==> src/ffba_pkg.sv <==
// shared types and constants for the first-fit block allocator
`timescale 1ns / 1ps
package ffba_pkg;

	localparam int MAX_BLOCKS_DEF = 32;
	localparam int SIZE_BITS_DEF  = 16;
	localparam int COUNT_BITS     = 6;
	localparam int QUEUE_DEPTH    = 2;

	localparam logic REQ_LOAD  = 1'b0;
	localparam logic REQ_ALLOC = 1'b1;

	typedef struct packed {
		logic        req_type;
		logic [4:0]  block_index;
		logic [15:0] size_value;
		logic        last_file;
	} req_t;

	typedef struct packed {
		logic [5:0]  granted_block;
		logic        fits;
		logic [15:0] fragment;
	} rsp_t;

	// classified command handed from front to back
	typedef struct packed {
		logic        is_alloc;
		logic        slot_ok;
		logic [4:0]  slot;
		logic [15:0] size;
		logic        last;
	} cmd_t;

	typedef enum logic [1:0] {
		B_IDLE,
		B_EXEC,
		B_SCAN
	} back_state_t;

endpackage

==> src/first_fit_block_allocator_core.sv <==
// top level of the first-fit block allocator
//
//  channel   ports                 direction  handshake
//  request   start, busy, req      in         taken when start high and busy low
//  result    done, rsp             out        one-cycle strobe on done, no stall
//  config    cfg_we, cfg_wdata     in         block_count written when cfg_we high
//
// a load is popped in the idle state and writes the table in the exec state
// an allocate holds the back for a scan over up to min(block_count, MAX_BLOCKS) entries,
// one entry per cycle, of the size ram (one read port, registered read)
// reset clears the used map, the queue and block_count; the size table is not cleared
// busy rises only while the intake register waits on a full queue
`timescale 1ns / 1ps
module first_fit_block_allocator_core #(
	parameter int MAX_BLOCKS = ffba_pkg::MAX_BLOCKS_DEF,
	parameter int SIZE_BITS  = ffba_pkg::SIZE_BITS_DEF
) (
	input  logic                            clk,
	input  logic                            arst_n,
	input  logic                            start,
	output logic                            busy,
	input  ffba_pkg::req_t                  req,
	output logic                            done,
	output ffba_pkg::rsp_t                  rsp,
	input  logic                            cfg_we,
	input  logic [ffba_pkg::COUNT_BITS-1:0] cfg_wdata
);
	import ffba_pkg::*;

	logic [COUNT_BITS-1:0] block_count_q;
	logic                  push;
	cmd_t                  push_data;
	logic                  q_full;
	logic                  q_empty;
	logic                  q_pop;
	cmd_t                  q_data;

	always_ff @(posedge clk or negedge arst_n) begin
		if (!arst_n) begin
			block_count_q <= '0;
		end else if (cfg_we) begin
			block_count_q <= cfg_wdata;
		end
	end

	ffba_front #(
		.MAX_BLOCKS (MAX_BLOCKS)
	) u_front (
		.clk       (clk),
		.arst_n    (arst_n),
		.start     (start),
		.req       (req),
		.busy      (busy),
		.push      (push),
		.push_data (push_data),
		.q_full    (q_full)
	);

	ffba_queue u_queue (
		.clk       (clk),
		.arst_n    (arst_n),
		.push      (push),
		.push_data (push_data),
		.full      (q_full),
		.pop       (q_pop),
		.pop_data  (q_data),
		.empty     (q_empty)
	);

	ffba_back #(
		.MAX_BLOCKS (MAX_BLOCKS),
		.SIZE_BITS  (SIZE_BITS)
	) u_back (
		.clk         (clk),
		.arst_n      (arst_n),
		.block_count (block_count_q),
		.q_empty     (q_empty),
		.q_data      (q_data),
		.q_pop       (q_pop),
		.done        (done),
		.rsp         (rsp)
	);

endmodule

==> src/ffba_ram.sv <==
// generic single write port ram with one registered read port
`timescale 1ns / 1ps
module ffba_ram #(
	parameter int WIDTH = 16,
	parameter int DEPTH = 32
) (
	input  logic                     clk,
	input  logic                     we,
	input  logic [$clog2(DEPTH)-1:0] waddr,
	input  logic [WIDTH-1:0]         wdata,
	input  logic                     re,
	input  logic [$clog2(DEPTH)-1:0] raddr,
	output logic [WIDTH-1:0]         rdata
);
	logic [WIDTH-1:0] mem_q [DEPTH];

	always_ff @(posedge clk) begin
		if (we) begin
			mem_q[waddr] <= wdata;
		end
		if (re) begin
			rdata <= mem_q[raddr];
		end
	end

endmodule

==> src/ffba_queue.sv <==
// short command queue between front and back
`timescale 1ns / 1ps
module ffba_queue (
	input  logic          clk,
	input  logic          arst_n,
	input  logic          push,
	input  ffba_pkg::cmd_t push_data,
	output logic          full,
	input  logic          pop,
	output ffba_pkg::cmd_t pop_data,
	output logic          empty
);
	import ffba_pkg::*;

	localparam int PW = (QUEUE_DEPTH > 1) ? $clog2(QUEUE_DEPTH) : 1;
	localparam int NW = $clog2(QUEUE_DEPTH + 1);

	cmd_t          entry_q [QUEUE_DEPTH];
	logic [PW-1:0] wr_ptr_q;
	logic [PW-1:0] rd_ptr_q;
	logic [NW-1:0] count_q;

	assign full     = (count_q == NW'(QUEUE_DEPTH));
	assign empty    = (count_q == '0);
	assign pop_data = entry_q[rd_ptr_q];

	always_ff @(posedge clk) begin
		if (push && !full) begin
			entry_q[wr_ptr_q] <= push_data;
		end
	end

	always_ff @(posedge clk or negedge arst_n) begin
		if (!arst_n) begin
			wr_ptr_q <= '0;
			rd_ptr_q <= '0;
			count_q  <= '0;
		end else begin
			if (push && !full) begin
				wr_ptr_q <= (wr_ptr_q == PW'(QUEUE_DEPTH - 1)) ? '0 : wr_ptr_q + PW'(1);
			end
			if (pop && !empty) begin
				rd_ptr_q <= (rd_ptr_q == PW'(QUEUE_DEPTH - 1)) ? '0 : rd_ptr_q + PW'(1);
			end
			case ({push && !full, pop && !empty})
				2'b10:   count_q <= count_q + NW'(1);
				2'b01:   count_q <= count_q - NW'(1);
				default: count_q <= count_q;
			endcase
		end
	end

endmodule

==> src/ffba_front.sv <==
// request intake: accepts a word, classifies it and feeds the queue
`timescale 1ns / 1ps
module ffba_front #(
	parameter int MAX_BLOCKS = ffba_pkg::MAX_BLOCKS_DEF
) (
	input  logic           clk,
	input  logic           arst_n,
	input  logic           start,
	input  ffba_pkg::req_t req,
	output logic           busy,
	output logic           push,
	output ffba_pkg::cmd_t push_data,
	input  logic           q_full
);
	import ffba_pkg::*;

	cmd_t cmd_s1;
	logic vld_s1;
	cmd_t cmd_d;

	assign busy      = vld_s1 && q_full;
	assign push      = vld_s1 && !q_full;
	assign push_data = cmd_s1;

	always_comb begin
		cmd_d.is_alloc = (req.req_type == REQ_ALLOC);
		// loads beyond the table are dropped but still carry the last mark
		cmd_d.slot_ok  = (32'(req.block_index) < MAX_BLOCKS);
		cmd_d.slot     = req.block_index;
		cmd_d.size     = req.size_value;
		cmd_d.last     = req.last_file;
	end

	always_ff @(posedge clk) begin
		if (start && !busy) begin
			cmd_s1 <= cmd_d;
		end
	end

	always_ff @(posedge clk or negedge arst_n) begin
		if (!arst_n) begin
			vld_s1 <= 1'b0;
		end else if (start && !busy) begin
			vld_s1 <= 1'b1;
		end else if (push) begin
			vld_s1 <= 1'b0;
		end
	end

endmodule

==> src/ffba_back.sv <==
// execution side: size table writes, first-fit scan, used map and result
`timescale 1ns / 1ps
module ffba_back #(
	parameter int MAX_BLOCKS = ffba_pkg::MAX_BLOCKS_DEF,
	parameter int SIZE_BITS  = ffba_pkg::SIZE_BITS_DEF
) (
	input  logic                                clk,
	input  logic                                arst_n,
	input  logic [ffba_pkg::COUNT_BITS-1:0]     block_count,
	input  logic                                q_empty,
	input  ffba_pkg::cmd_t                      q_data,
	output logic                                q_pop,
	output logic                                done,
	output ffba_pkg::rsp_t                      rsp
);
	import ffba_pkg::*;

	localparam int IW = $clog2(MAX_BLOCKS);
	localparam int CW = $clog2(MAX_BLOCKS + 1);
	localparam int LW = (CW > COUNT_BITS) ? CW : COUNT_BITS;

	back_state_t     state_q, state_d;
	cmd_t            cur_q;
	logic [CW-1:0]   rd_idx_q;
	logic            cmp_vld_s1;
	logic [IW-1:0]   cmp_idx_s1;
	logic [MAX_BLOCKS-1:0] used_q;
	logic            done_q;
	rsp_t            rsp_q;

	logic [LW-1:0]        cnt_ext;
	logic [CW-1:0]        limit;
	logic [SIZE_BITS-1:0] fsize;
	logic [SIZE_BITS-1:0] rdata;
	logic                 hit;
	logic                 scan_end;
	logic                 ram_we;
	logic                 ram_re;
	logic                 emit;
	logic                 finish;

	assign cnt_ext = LW'(block_count);
	assign limit   = (cnt_ext > LW'(MAX_BLOCKS)) ? CW'(MAX_BLOCKS) : CW'(cnt_ext);
	assign fsize   = SIZE_BITS'(cur_q.size);

	ffba_ram #(
		.WIDTH (SIZE_BITS),
		.DEPTH (MAX_BLOCKS)
	) u_sizes (
		.clk   (clk),
		.we    (ram_we),
		.waddr (IW'(cur_q.slot)),
		.wdata (SIZE_BITS'(cur_q.size)),
		.re    (ram_re),
		.raddr (rd_idx_q[IW-1:0]),
		.rdata (rdata)
	);

	// compare stage sees the entry read in the previous cycle
	assign hit      = cmp_vld_s1 && !used_q[cmp_idx_s1] && (rdata >= fsize);
	assign scan_end = hit || (cmp_vld_s1 && (CW'(cmp_idx_s1) + CW'(1) == limit));

	always_comb begin
		state_d = state_q;
		case (state_q)
			B_IDLE: begin
				if (!q_empty) state_d = B_EXEC;
			end
			B_EXEC: begin
				if (cur_q.is_alloc && limit != '0) state_d = B_SCAN;
				else                               state_d = B_IDLE;
			end
			B_SCAN: begin
				if (scan_end) state_d = B_IDLE;
			end
			default: state_d = B_IDLE;
		endcase
	end

	always_comb begin
		q_pop  = 1'b0;
		ram_we = 1'b0;
		ram_re = 1'b0;
		emit   = 1'b0;
		finish = 1'b0;
		case (state_q)
			B_IDLE: begin
				q_pop = !q_empty;
			end
			B_EXEC: begin
				ram_we = !cur_q.is_alloc && cur_q.slot_ok;
				emit   = cur_q.is_alloc && (limit == '0);
				finish = !cur_q.is_alloc || (limit == '0);
			end
			B_SCAN: begin
				ram_re = (rd_idx_q < limit) && !scan_end;
				emit   = scan_end;
				finish = scan_end;
			end
			default: begin
				q_pop = 1'b0;
			end
		endcase
	end

	always_ff @(posedge clk) begin
		if (q_pop) begin
			cur_q <= q_data;
		end
		cmp_idx_s1 <= rd_idx_q[IW-1:0];
		if (emit) begin
			if (hit) begin
				rsp_q.granted_block <= 6'(cmp_idx_s1) + 6'd1;
				rsp_q.fits          <= 1'b1;
				rsp_q.fragment      <= 16'(rdata - fsize);
			end else begin
				rsp_q.granted_block <= '0;
				rsp_q.fits          <= 1'b0;
				rsp_q.fragment      <= '0;
			end
		end
	end

	always_ff @(posedge clk or negedge arst_n) begin
		if (!arst_n) begin
			state_q    <= B_IDLE;
			rd_idx_q   <= '0;
			cmp_vld_s1 <= 1'b0;
			used_q     <= '0;
			done_q     <= 1'b0;
		end else begin
			state_q    <= state_d;
			done_q     <= emit;
			cmp_vld_s1 <= ram_re;
			if (state_q == B_EXEC) begin
				rd_idx_q <= '0;
			end else if (ram_re) begin
				rd_idx_q <= rd_idx_q + CW'(1);
			end
			// last mark clears after the word is served
			if (finish && cur_q.last) begin
				used_q <= '0;
			end else if (state_q == B_SCAN && hit) begin
				used_q[cmp_idx_s1] <= 1'b1;
			end
		end
	end

	assign done = done_q;
	assign rsp  = rsp_q;

	a_done_single: assert property (@(posedge clk) disable iff (!arst_n)
		done_q |=> !done_q)
		else $error("result strobe held for two cycles");

	a_nofit_zero: assert property (@(posedge clk) disable iff (!arst_n)
		(done_q && !rsp_q.fits) |-> (rsp_q.granted_block == '0 && rsp_q.fragment == '0))
		else $error("no-fit result carries nonzero fields");

	a_fit_block: assert property (@(posedge clk) disable iff (!arst_n)
		(done_q && rsp_q.fits) |-> (rsp_q.granted_block != '0))
		else $error("fit result without block number");

	a_cmp_in_scan: assert property (@(posedge clk) disable iff (!arst_n)
		cmp_vld_s1 |-> (state_q == B_SCAN))
		else $error("compare stage live outside scan");

endmodule
==> config.mk <==
export PLATFORM = sky130hd
export DESIGN_NAME = first_fit_block_allocator_core
export DESIGN_NICKNAME = d
export VERILOG_FILES = /design/src/ffba_pkg.sv /design/src/first_fit_block_allocator_core.sv /design/src/ffba_ram.sv /design/src/ffba_queue.sv /design/src/ffba_front.sv /design/src/ffba_back.sv
export SDC_FILE = /design/constraint.sdc
export NUM_CORES = 1
export LEC_CHECK = 0
export BUFFER_PORTS_ARGS = -buffer_cell sky130_fd_sc_hd__buf_2
export CAP_MARGIN = 20
export CORE_MARGIN = 1.5
export CORE_UTILIZATION = 55
export DETAILED_ROUTE_END_ITERATION = 10
export PLACE_DENSITY = 0.76
export REMOVE_ABC_BUFFERS = 1
export SLEW_MARGIN = 10
export SYNTH_ARGS = -nofsm -noshare
export SYNTH_HDL_FRONTEND = slang
export SYNTH_SLANG_ARGS = --single-unit
==> constraint.sdc <==
create_clock -name clk -period 4.9 [get_ports clk]
set_input_delay 0.98 -clock clk [delete_from_list [all_inputs] [get_ports clk]]
set_output_delay 0.98 -clock clk [all_outputs]
set_load 0.05 [all_outputs]
# Yosys cells after proc, flatten, opt, wreduce, memory -nomap -nowiden
# Memories as Yosys holds them, arrays and structs flattened. A register that Yosys moved wholly into a read port is not among the register bits.
# Cells that the tools add are included.
# classes
n_addsub	7
order_cmp	5
eq_ne	8
mux	28
n_bitwise	1
n_reduce_logical	32
# op_table
cell	n
$mux W32	2
$or A32 B32 Y32	1
$mux W6	3
$mux W17	1
$ge A16 B16 Y1	1
$sub A16 B16 Y16	1
$logic_and A1 B1 Y1	15
$mux W1	13
$reduce_bool A2 Y1	4
$add A5 B1 Y6 const B	1
$add A6 B1 Y6 const B	1
$eq A2 B2 Y1 const B	3
$eq A6 B6 Y1	1
$gt A6 B6 Y1 const B	1
$logic_not A1 Y1	6
$logic_not A6 Y1	1
$lt A5 B6 Y1 const B	1
$lt A6 B6 Y1	1
$mux W2	3
$pmux W2 S3	1
$reduce_bool A6 Y1	1
$bmux W1 S5	1
$demux W1 S5	1
$ge A5 B1 Y1 const B	1
11 further kinds	16
# word_totals
regBits	105
ramBits	558
inputBits	33
out_inout_bits	25
word_cells	102
mem_count	2
# mem_list
memory	depth	width	rd	rd_ports_with_merged_regs	write_ports	line_no	source
u_back.u_sizes.mem_q	32	16	1	1	1	ffba_ram.sv:15	logic [WIDTH-1:0] mem_q [DEPTH];
u_queue.entry_q	2	23	1	1	1	ffba_queue.sv:18	cmd_t entry_q [QUEUE_DEPTH];

# Longest topological paths before layout
# Gate-level depths: netlist of the first run.
# logic_depth
depth_word	11
depth_mapped	12
depth_no_buf	11

# Cells and area by module
# A second synthesis of the first run with hierarchy kept.
# hier_totals
hier_cells	1728
hier_area_um2	28668.7
# by_module_without_submodules
module	n_inst	cells_per_inst	area_each_um2	seq_area_each_um2
ffba_ram	1	1143	20696.1	15855.2
ffba_back	1	449	4931.0	2562.5
ffba_queue	1	93	2030.7	1541.5
ffba_front	1	30	759.5	715.7
first_fit_block_allocator_core	1	13	251.5	150.1

# Least setup slack after synthesis of the first run
# Ideal clock, no wire load.
# synth_path
kind	reg2reg
startpoint	register u_back.fsize[13] (netlist name)
endpoint	register u_back.rsp_q, in the netlist u_back.rsp[0] (enable)
setup_ns	0.407
arrival_ns	3.641
t_required_ns	4.493
slack_ns	0.852
stages_incl_launch_ff	12
period_less_slack_ns	4.048
path_cell_list	edfxtp_1 -> inv_1 -> ha_1 -> clkbuf_1 -> a21oi_1 -> o211ai_1 -> a21oi_1 -> or4_4 -> o21ai_4 -> buf_4 -> a21oi_1 -> nor2b_1
# synth_between
elab_chain_len	4
# synth_rtl
item	line_no	source
$ge A16 B16 Y1	ffba_back.sv:60	assign hit = cmp_vld_s1 && !used_q[cmp_idx_s1] && (rdata >= fsize);
$logic_and A1 B1 Y1	ffba_back.sv:60	
$logic_or A1 B1 Y1	ffba_back.sv:61	assign scan_end = hit || (cmp_vld_s1 && (CW'(cmp_idx_s1) + CW'(1) == limit));
$pmux W1 S2	ffba_back.sv:86	case (state_q)
named net u_back.emit	ffba_back.sv:39	logic emit;
end, declared	ffba_back.sv:29	rsp_t rsp_q;
# The timed path passes the listed nets, and every way through them passes these cells.
# A chain may end at the register's enable or synchronous reset.

# Worst setup path after layout of the first run
# layout_path
startpoint	register u_back.fsize[0] (netlist name)
endpoint	register u_back.used_q[24]
# layout_between
elab_chain_len	6
word_cells_on_any_way	8
# layout_rtl
item	line_no	source
$ge A16 B16 Y1 (*)	ffba_back.sv:60	
$logic_and A1 B1 Y1 (*)	ffba_back.sv:60	
$logic_or A1 B1 Y1	ffba_back.sv:61	
$pmux W1 S2	ffba_back.sv:86	
$logic_and A1 B1 Y1	ffba_back.sv:141	if (finish && cur_q.last) begin
$mux W32 / $reduce_bool A2 Y1 (equally long branches)	-	
end signal, assigned	ffba_back.sv:129	used_q <= '0;
end signal, assigned	ffba_back.sv:142	used_q <= '0;
end signal, assigned by index	ffba_back.sv:144	used_q[cmp_idx_s1] <= 1'b1;
end, declared	ffba_back.sv:27	logic [MAX_BLOCKS-1:0] used_q;
# Every way passes the cells marked *; elsewhere a longest branch is shown, timed or not.

==> qor.yml, run 1 <==
run_status:
  run_status: "complete, no violations"
synth:
  synth-seq-cells: 701
  synthFlopType: "edfxtp_1"
  synth.avg_cell_area_sq_um: 20.06
  synth.distinct_cells: 63
  yosys.area.top_type: "edfxtp_1"
  synth_area_sq_mm: 0.02777
  synth_warnings: 0
  synth_enable_flop_cells: 643
  yosysSeqAreaShare_pct: 74.68
  netlist.area_leader.share_pct: 69.54
  async_flop_share_pct: 7.561
  syn_inst: 1384
  synth_area_leaders: "edfxtp_1 (70%), mux4_2 (13%), dfrtp_1 (4.8%), mux2_2 (2.0%), ha_1 (1.4%)"
global_routing:
  antenna_found_initial: 3
  first_global_vias: 14040
  grt_overflow: 0
  grt_usage_pct: 23.26
  grt_pass1_wl_mm: 86.59
  grt_max_degree: 63
worst_setup_path:
  crit_family: "simple AND/OR/NAND/NOR gates"
  crit_required_ns: 5.35
  max_stage_delay_ns: 0.97
  endpoint_kind: "flip-flop"
  rrSetupSlack_ns: 1.11
  worst-path-buf-inv: 2
  crit_type: "flip-flop to flip-flop"
  crit_chain: "ha_1 > fa_1 > nor2b_1 > o21bai_1 > a31oi_1 > or3_1 > nand2_1 > clkinv_1 > buf_4 > a31oi_1 > nor2_1"
  critPathLaunch: "u_back.fsize[0]"
  crit_top_cell: "a31oi_1"
  r2r-start: "u_back.fsize[0]"
  slowest_stage: "edfxtp_1"
  crit_arrival_ns: 4.25
  start_kind: "flip-flop"
  crit_fanout: 33
route:
  drt_iter0_drc: 1795
  drc: 0
  viasPerCell: 6.156
  routed_wl_mm: 58.59
  routedWlPerCell_microns: 26.19
  ant_nets: 0
  first_pass_iters: 5
  vias: 13770
clock_network:
  clkTransAtPathRegs_ns: 0.06
  cts_buffers: 71
  cts_repair_resize_count: 0
  htreeDepth: 3
  clk_latency_ns: 0.61
  cts.sinks: 701
  root_buffer: "clkbuf_16"
  cts_buffer_depth: 3
  cts_tree: "done"
  post-cts-setup-buffer-count: 0
  hold_buffers: 0
sta:
  max_freq_mhz: 263.6
  slew_viol_final: 0
  worst-slew-pin-transition_ns: 1.088
  finalHoldViolCount: 0
  slew-limit-headroom_pct: 27.44
  rsz0062_at_grt: "false"
  holdWs_ns: 0.4467
  clock-skew-final_ns: 0.02667
  setup_viol: 0
  fin_crit_sh_pct: 77.41
  min_period_ns: 3.793
placed_design:
  gp_congestion: 0.8527
  dpl.cell_count: 2107
  port_buffers: 57
  dpl.hpwl_mm: 35.46
final_layout:
  instances_no_fill: 2237
  n_fill_cell: 3301
  nNetsFinal: 1575
  drive_gt1_share_pct: 28.88
  diodes: 0
  area_growth_pct: 13.01
power:
  total_power_uw: 16880
  power_density_mw_per_mm2: 538.1
  vdd_drop_max_mv: 0.3385
  p_leak_uw: 0.01035
worst_hold_path:
  holdCritStartpoint: "u_front.push_data[1]"
  holdCritPathClass: "flip-flop to flip-flop"
run:
  cap_violations: 0
floorplan:
  ioPinCount: 58
  dieArea_sq_mm: 0.05184
  start_util_pct: 55.57
  coreArea_sq_mm: 0.04997
  die_w_microns: 227.7
  rows: 82
  fp.dieH_microns: 227.7
==> path summary, 6_finish.rpt <==
path | to | cells after the start
max | u_back.used_q[24] | 11
min | u_queue.entry_q[0][1] | 0
max reg2reg | u_back.used_q[24] | 11
min reg2reg | u_queue.entry_q[0][1] | 0
max in group asynchronous | u_back.rd_idx_q[1] | 2
min in group asynchronous | u_back.used_q[5] | 2
==> per-layer routing <==
layer | global-route usage, % | share of wire [%]
met5 | 0 | 0.044
met4 | 8.567 | 3.6
met3 | 6.016 | 8.5
met2 | 38.04 | 50
met1 | 30.43 | 38
==> cells in the mapped netlist (all sizes together), types with 6 or more instances <==
master and n:
a21oi 24, a31oi 36, and2 7, and3 6
buf 24, clkbuf 45, dfrtp 53, edfxtp 643
ha 30, inv 29, mux2 50, mux4 165
nand2 24, nand2b 8, nand3 13, nor2 94
nor2b 10, nor3 6, o211ai 6, o21ai 16
xnor2 12, xor2 7
==> cell families after synthesis <==
family,Yosys count,share of synthesized area [%]
flip-flops,701,74.68
multiplexers,217,15.48
AND/OR/NAND/NOR,202,3.578
AO/OA/AOI/OAI,113,2.641
buffers and inverters,100,1.514
adder cells (fa/ha/maj),31,1.424
XOR/XNOR,20,0.6805
==> cells in the final DEF, fill, tap and decap left out, types with 7 or more instances in the layout <==
cell type    n
clkinv_2    12
clkbuf_1    16
mux4_2     165
nand3_1     13
clkinv_1    12
buf_2       57
nand2_1     24
nor2b_1      9
a31oi_1     36
mux2_2      50
ha_1        30
a21oi_1     24
buf_4       61
o21ai_0     12
edfxtp_1   643
clkbuf_16   72
dfrtp_1     50
inv_1       29
xnor2_1     12
and2_1       7
nor2_1      93
nand2b_1     8
xor2_1       7
==> final cells by class <==
type | count | area, sq um | share of cell area, %
well taps | 672 | 840.8 | 2.680
clock buffers | 93 | 1931 | 6.153
flip-flops and latches | 701 | 20740 | 66.11
inverters | 31 | 116.4 | 0.3709
clock inverters | 34 | 289.0 | 0.9212
repair buffers | 123 | 840.8 | 2.680
multi-input cells | 583 | 6615 | 21.08
==> through the flow <==
stage / setup TNS (ns) / util, % / cell area, sq um / setup WS, ns
4_1_cts: 0 / 62.68 / 31320 / 1.111
3_5_place_dp: 0 / 58.24 / 29100 / 1.110
3_3_place_gp: 0 / 58.24 / 29100 / 1.320
5_1_grt: 0 / 62.80 / 31380 / 0.7618
6_report: 0 / 62.80 / 31380 / 1.107
2_1_floorplan: -68.81 / - / 27460 / -1.852
==> registers in the layout, summed over array words and instances (netlist names) <==
name,cells
u_back.fsize,16
block_count_q,6
u_back.rd_idx_q,6
u_queue.wr_ptr_q,1
u_back.rsp,23
u_queue.entry_q,46
u_back.cur_q,7
u_queue.count_q,2
u_back.cmp_vld_s1,1
u_back.u_sizes.mem_q,512
u_front.push_data,23
u_front.vld_s1,1
u_back.done,1
u_back.cmp_idx_s1,5
u_back.used_q,32
u_back.u_sizes.rdata,16
u_queue.rd_ptr_q,1
u_back.state_q,2
==> where the power goes <==
part	switching (uW)	total (uW)	internal (uW)	leakage (uW)
Combinational	2130	3530	1400	0.00271
Sequential	408	8200	7790	0.00655
Clock	2200	5160	2960	0.00109
Total	4740	16900	12100	0.0104
Note: power is estimated with default switching activity, not from simulation.
==> inputs of run 2 (changes only) <==
--- a/config.mk
+++ b/config.mk
@@ -10,7 +10,7 @@
 export CORE_MARGIN = 1.5
 export CORE_UTILIZATION = 55
 export DETAILED_ROUTE_END_ITERATION = 10
-export PLACE_DENSITY = 0.76
+export PLACE_DENSITY = 0.79
 export REMOVE_ABC_BUFFERS = 1
 export SLEW_MARGIN = 10
 export SYNTH_ARGS = -nofsm -noshare
==> constraint.sdc (replaced) <==
create_clock -name clk -period 3.2 [get_ports clk]
set_input_delay 0.64 -clock clk [delete_from_list [all_inputs] [get_ports clk]]
set_output_delay 0.64 -clock clk [all_outputs]
set_load 0.05 [all_outputs]
==> run 2 against run 1 <==
Sequential share of layout area shrank 0.88 points. Power up 56%. Die area unchanged. First-iteration DRC count fell by 9.8%. Combinational power grew 62%. Clock skew grew 0.0024 ns. Worst setup slack lost 0.88 ns. Global-route usage is 2.0 points higher. Cell area up 1.3%. Routed wire length is 6.8% higher. Clock power is 59% higher. Count of clock-buffer cells in the layout fell by 5.
==> qor.yml, run 2 (synthesis results as in run 1) <==
run_status:
  run_status: "complete, no violations"
final_layout:
  largest-register: "u_back.u_sizes.mem_q"
  largest_reg_flops: 512
  final_area_sq_mm: 0.03180
  diodes: 0
  layout_commonest_cell: "edfxtp_1"
  top_regs: "u_back.u_sizes.mem_q x512, u_queue.entry_q x46, u_back.used_q x32"
  final_cell_mix: "edfxtp_1 (643), mux4_2 (165), buf_4 (98)"
  area_growth_pct: 14.53
  instances_no_fill: 2278
  nNetsFinal: 1614
  drive_gt1_share_pct: 30.70
placed_design:
  port_buffers: 57
  gp_congestion: 0.9332
  post-place-ws_ns: 0.2891
  placed_area_sq_mm: 0.02946
  dpl.cell_count: 2148
  dpl.hpwl_mm: 37.89
sta:
  worst_slack_ns: 0.2283
  worst-slew-pin-transition_ns: 1.073
  max_freq_mhz: 336.5
  clock-skew-final_ns: 0.02904
  slew_viol_final: 0
  rsz0062_at_grt: "false"
  slew-limit-headroom_pct: 28.46
  setup_viol: 0
  finalHoldViolCount: 0
  fin_crit_sh_pct: 92.87
  min_period_ns: 2.972
  holdWs_ns: 0.1598
floorplan:
  start_util_pct: 55.57
  dieArea_sq_mm: 0.05184
  rows: 82
  ioPinCount: 58
  die_w_microns: 227.7
  fp.dieH_microns: 227.7
  coreArea_sq_mm: 0.04997
worst_setup_path:
  start_kind: "flip-flop"
  crit_type: "flip-flop to flip-flop"
  slowest_stage: "edfxtp_1"
  crit_fanout: 32
  r2r-start: "u_back.fsize[0]"
  crit_chain: "ha_1 > fa_1 > nor2b_1 > o21bai_1 > a31oi_1 > nor3_1 > o21ai_4 > buf_4 > a41o_2 > buf_12 > nor2_1"
  reg2reg_to: "u_back.used_q[31]"
  rrSetupSlack_ns: 0.23
  reg2reg_depth: 11
  crit_arrival_ns: 3.46
  crit_required_ns: 3.69
  max_stage_delay_ns: 0.48
  endpoint_kind: "flip-flop"
route:
  viasPerCell: 6.198
  first_pass_iters: 5
  routed_wl_mm: 62.58
  drc: 0
  vias: 14120
  drt_iter0_drc: 1619
  ant_nets: 0
  routedWlPerCell_microns: 27.47
clock_network:
  cts_repair_resize_count: 0
  cts_buffers: 71
  htreeDepth: 3
  hold_buffers: 0
  cts.sinks: 701
  root_buffer: "clkbuf_16"
  post-cts-setup-buffer-count: 0
  cts_tree: "done"
  clk_latency_ns: 0.63
  clkTransAtPathRegs_ns: 0.06
  cts_buffer_depth: 3
global_routing:
  grt_max_degree: 71
  first_global_vias: 14450
  antenna_found_initial: 0
  grt_overflow: 0
  grt_usage_pct: 25.21
  grt_pass1_wl_mm: 93.12
power:
  vdd_drop_max_mv: 0.4812
  power_density_mw_per_mm2: 828.5
  p_leak_uw: 0.01062
worst_hold_path:
  holdCritPathClass: "input pin to asynchronous set/reset pin"
run:
  cap_violations: 0
run 2: changes by cell type in the layout (fill, tap and decap cells not counted), moves of 3 or more:
cell / previous run / this run
buf_4: 61 / 98
clkbuf_8: 5 / 0
buf_12: 2 / 6
bufinv_16: 3 / 6
run 2: layer usage:
layer  GRT usage, %  part of all wire (%)
met1          34.53                    40
met2          41.53                    50
met3          4.602                   7.0
met4          8.310                   2.9
met5              0                     0
run 2: worst max-delay path by stage:
stage                               from                      end  slack (ns)
floorplan             u_back.rd_idx_q[0]  u_back.u_sizes.rdata[0]       -3.55
global placement    u_back.cmp_idx_s1[1]        u_back.used_q[22]        0.36
detailed placement  u_back.cmp_idx_s1[1]         u_back.used_q[8]        0.29
CTS                 u_back.cmp_idx_s1[1]         u_back.used_q[8]        0.27
global route            u_back.fsize[11]       u_back.rd_idx_q[4]        0.04
finish                   u_back.fsize[0]        u_back.used_q[31]        0.23
run 2: worst max-delay path: cells and delay by family (launching register included):
| family | cells | cell delay (ns) |
|---|---|---|
| AOI/OAI and AO/OA | 4 | 0.83 |
| and+or+nand+nor | 3 | 0.46 |
| adders and majority gates | 2 | 0.66 |
| buffers and inverters | 2 | 0.38 |
| DFF | 1 | 0.48 |
run 2: cell type report:
class                      instances  area [sq um]
clock inverter                    41         410.4
tap                              672         840.8
timing repair buffer             162          1169
sequential                       701         20740
inverter                          31         116.4
multi-input combinational        583          6615
clock buffer                      88          1904
fill                            3287         18170
run 2: per-stage QoR:
stage	setup TNS [ns]	utilization (%)	power (uW)
global placement	0	58.95	17950
global route	0	63.64	27310
detailed placement	0	58.95	18220
floorplan	-164.60	-	16430
CTS	0	63.59	26470
finish	0	63.64	26350
run 2: report_power, final:
group          internal [uW]  switching (uW)  leakage (uW)  total (uW)
Clock                   4760            3460       0.00113        8220
Sequential             11900             496       0.00655       12400
Combinational           2210            3490       0.00293        5710
Total                  18900            7450        0.0106       26300
==> inputs of run 3 (changes only) <==
--- a/config.mk
+++ b/config.mk
@@ -5,12 +5,13 @@
 export SDC_FILE = /design/constraint.sdc
 export NUM_CORES = 1
 export LEC_CHECK = 0
-export BUFFER_PORTS_ARGS = -buffer_cell sky130_fd_sc_hd__buf_2
+export ABC_CLOCK_PERIOD_IN_PS = 3200
 export CAP_MARGIN = 20
 export CORE_MARGIN = 1.5
 export CORE_UTILIZATION = 55
 export DETAILED_ROUTE_END_ITERATION = 10
-export PLACE_DENSITY = 0.79
+export DONT_BUFFER_PORTS = 1
+export PLACE_DENSITY = 0.78
 export REMOVE_ABC_BUFFERS = 1
 export SLEW_MARGIN = 10
 export SYNTH_ARGS = -nofsm -noshare
==> run 3 against run 2 <==
Routed wire length shrank 3.3%. First-iteration DRC count grew 1.4%. Critical path depth shrank 1. Hold slack lost 0.036 ns. Largest cell class unchanged. Non-clock buffer count shrank 61. Sequential power is essentially flat. Critical path type unchanged. Fmax shrank 0.26%.
==> qor.yml, run 3 (synthesis results as in run 1) <==
worst_setup_path:
  crit_required_ns: 3.56
  crit_arrival_ns: 3.34
  rrSetupSlack_ns: 0.22
  crit_fanout: 7
  start_kind: "flip-flop"
  crit_type: "flip-flop to flip-flop"
  endpoint_kind: "flip-flop"
run_status:
  run_status: "complete, no violations"
sta:
  fin_crit_sh_pct: 93.11
  max_freq_mhz: 335.6
  slew_viol_final: 0
  min_period_ns: 2.979
  worst-slew-pin-transition_ns: 0.8728
  slew-limit-headroom_pct: 41.81
  finalSetupTns_ns: 0
  worst_slack_ns: 0.2206
  clock-skew-final_ns: 0.02114
  finalHoldViolCount: 0
  rsz0062_at_grt: "false"
  setup_viol: 0
route:
  viasPerCell: 6.276
  routedWlPerCell_microns: 27.35
  first_pass_iters: 5
  drc: 0
  drt_iter0_drc: 1642
  routed_wl_mm: 60.51
  ant_nets: 0
  vias: 13880
global_routing:
  grt_pass1_wl_mm: 89.42
  grt_usage_pct: 24.20
  antenna_found_initial: 0
  first_global_vias: 14040
  grt_overflow: 0
  grt_max_degree: 75
placed_design:
  port_buffers: 0
  gp_congestion: 0.8975
  post-place-ws_ns: 0.2613
  placed_area_sq_mm: 0.02915
  dpl.hpwl_mm: 36.99
final_layout:
  drive_gt1_share_pct: 27.99
  nNetsFinal: 1553
  n_fill_cell: 3267
  final_cell_mix: "edfxtp_1 (643), mux4_2 (165), nor2_1 (93)"
  utilization_pct: 62.88
  multi_input_area_sq_mm: 0.006623
  regArea_sq_mm: 0.02074
  top_regs: "u_back.u_sizes.mem_q x512, u_queue.entry_q x46, u_back.used_q x32"
  final_area_sq_mm: 0.03142
  largest_reg_flops: 512
  diodes: 0
  area_growth_pct: 13.16
  largest-register: "u_back.u_sizes.mem_q"
  layout_commonest_cell: "edfxtp_1"
clock_network:
  clk_latency_ns: 0.61
  clkTransAtPathRegs_ns: 0.06
  htreeDepth: 3
  cts.sinks: 701
  cts_buffer_depth: 3
  cts_tree: "done"
  post-cts-setup-buffer-count: 0
  cts_buffers: 71
  root_buffer: "clkbuf_16"
floorplan:
  die_w_microns: 227.7
  fp.dieH_microns: 227.7
  ioPinCount: 58
  coreArea_sq_mm: 0.04997
  dieArea_sq_mm: 0.05184
  start_util_pct: 55.57
  rows: 82
power:
  vdd_drop_max_mv: 0.5305
  p_seq_share_pct: 47.7
  clkPwrFrac_pct: 30.3
  p_leak_uw: 0.01034
  p_sw_share_pct: 28.36
  power.internal_uw: 18680
  combPwrFrac_pct: 22.0
  switchingPower_uw: 7396
  power_density_mw_per_mm2: 829.8
worst_hold_path:
  holdCritPathClass: "input pin to flip-flop"
run:
  cap_violations: 0
[run 3: worst paths after layout]
| check | startpoint | end | cells past startpoint |
|---|---|---|---|
| setup / recovery | u_back.fsize[0] | u_back.rsp[15] | 10 |
| hold / removal | req[2] | u_front.push_data[2] | 0 |
| setup reg to reg | u_back.fsize[0] | u_back.rsp[15] | 10 |
| hold reg to reg | u_front.push_data[1] | u_queue.entry_q[1][1] | 0 |
| max in group asynchronous | arst_n | u_back.rd_idx_q[0] | 2 |
| min in group asynchronous | arst_n | u_back.used_q[30] | 2 |
[run 3: worst max-delay path, stage by stage, from the launching register on]
cell,delay (ns)
edfxtp_1,0.45
ha_1,0.26
fa_1,0.40
nor2b_1,0.22
o21bai_1,0.14
a31oi_1,0.32
or3_1,0.19
nand2_2,0.11
clkinv_1,0.10
o2111ai_1,0.13
a311oi_1,0.39
[run 3: what timing repair did]
item / 4_1_cts / 5_1_grt
resized for setup: 0 / 2
hold buffers: 2 / 0
endpoints found under the hold margin: 53 / 0
setup endpoints to repair: 0 / 19
[run 3: power by group through the flow]
| stage | sequential (uW) | combinational [uW] | clock [uW] |
|---|---|---|---|
| floorplan | 13200 | 3240 | 0 |
| CTS | 12400 | 5700 | 8040 |
| global route | 12500 | 6130 | 8400 |
| global placement | 12600 | 5410 | 0 |
| detailed placement | 12600 | 5610 | 0 |
| finish | 12400 | 5730 | 7900 |
[run 3: per-layer routing]
layer / track usage [%] / vias to the layer above / part of all wire (%)
li1: - / 5856 / -
met3: 4.962 / 135 / 8.7
met5: 0 / - / 0
met4: 9.806 / 0 / 4.0
met1: 33.10 / 7133 / 39
met2: 38.64 / 759 / 49
[run 3: final cells by class]
cell class              instances  area share, %
clock buffers                  89          6.101
clock inverters                35         0.9597
inverters                      31         0.3703
multi-input cells             583          21.08
flip-flops and latches        701          66.02
well taps                     672          2.676
repair buffers                101          2.795
[run 3: per-stage QoR]
step                      total power [uW]  std cells  hold WS (ns)
after floorplan                      16430       1315        0.3444
after global placement               17980       2085        0.3459
after detailed placement             18230       2085        0.3456
after CTS                            26180       2211       0.09195
after global routing                 27040       2212       0.09498
final                                26070       2212        0.1237
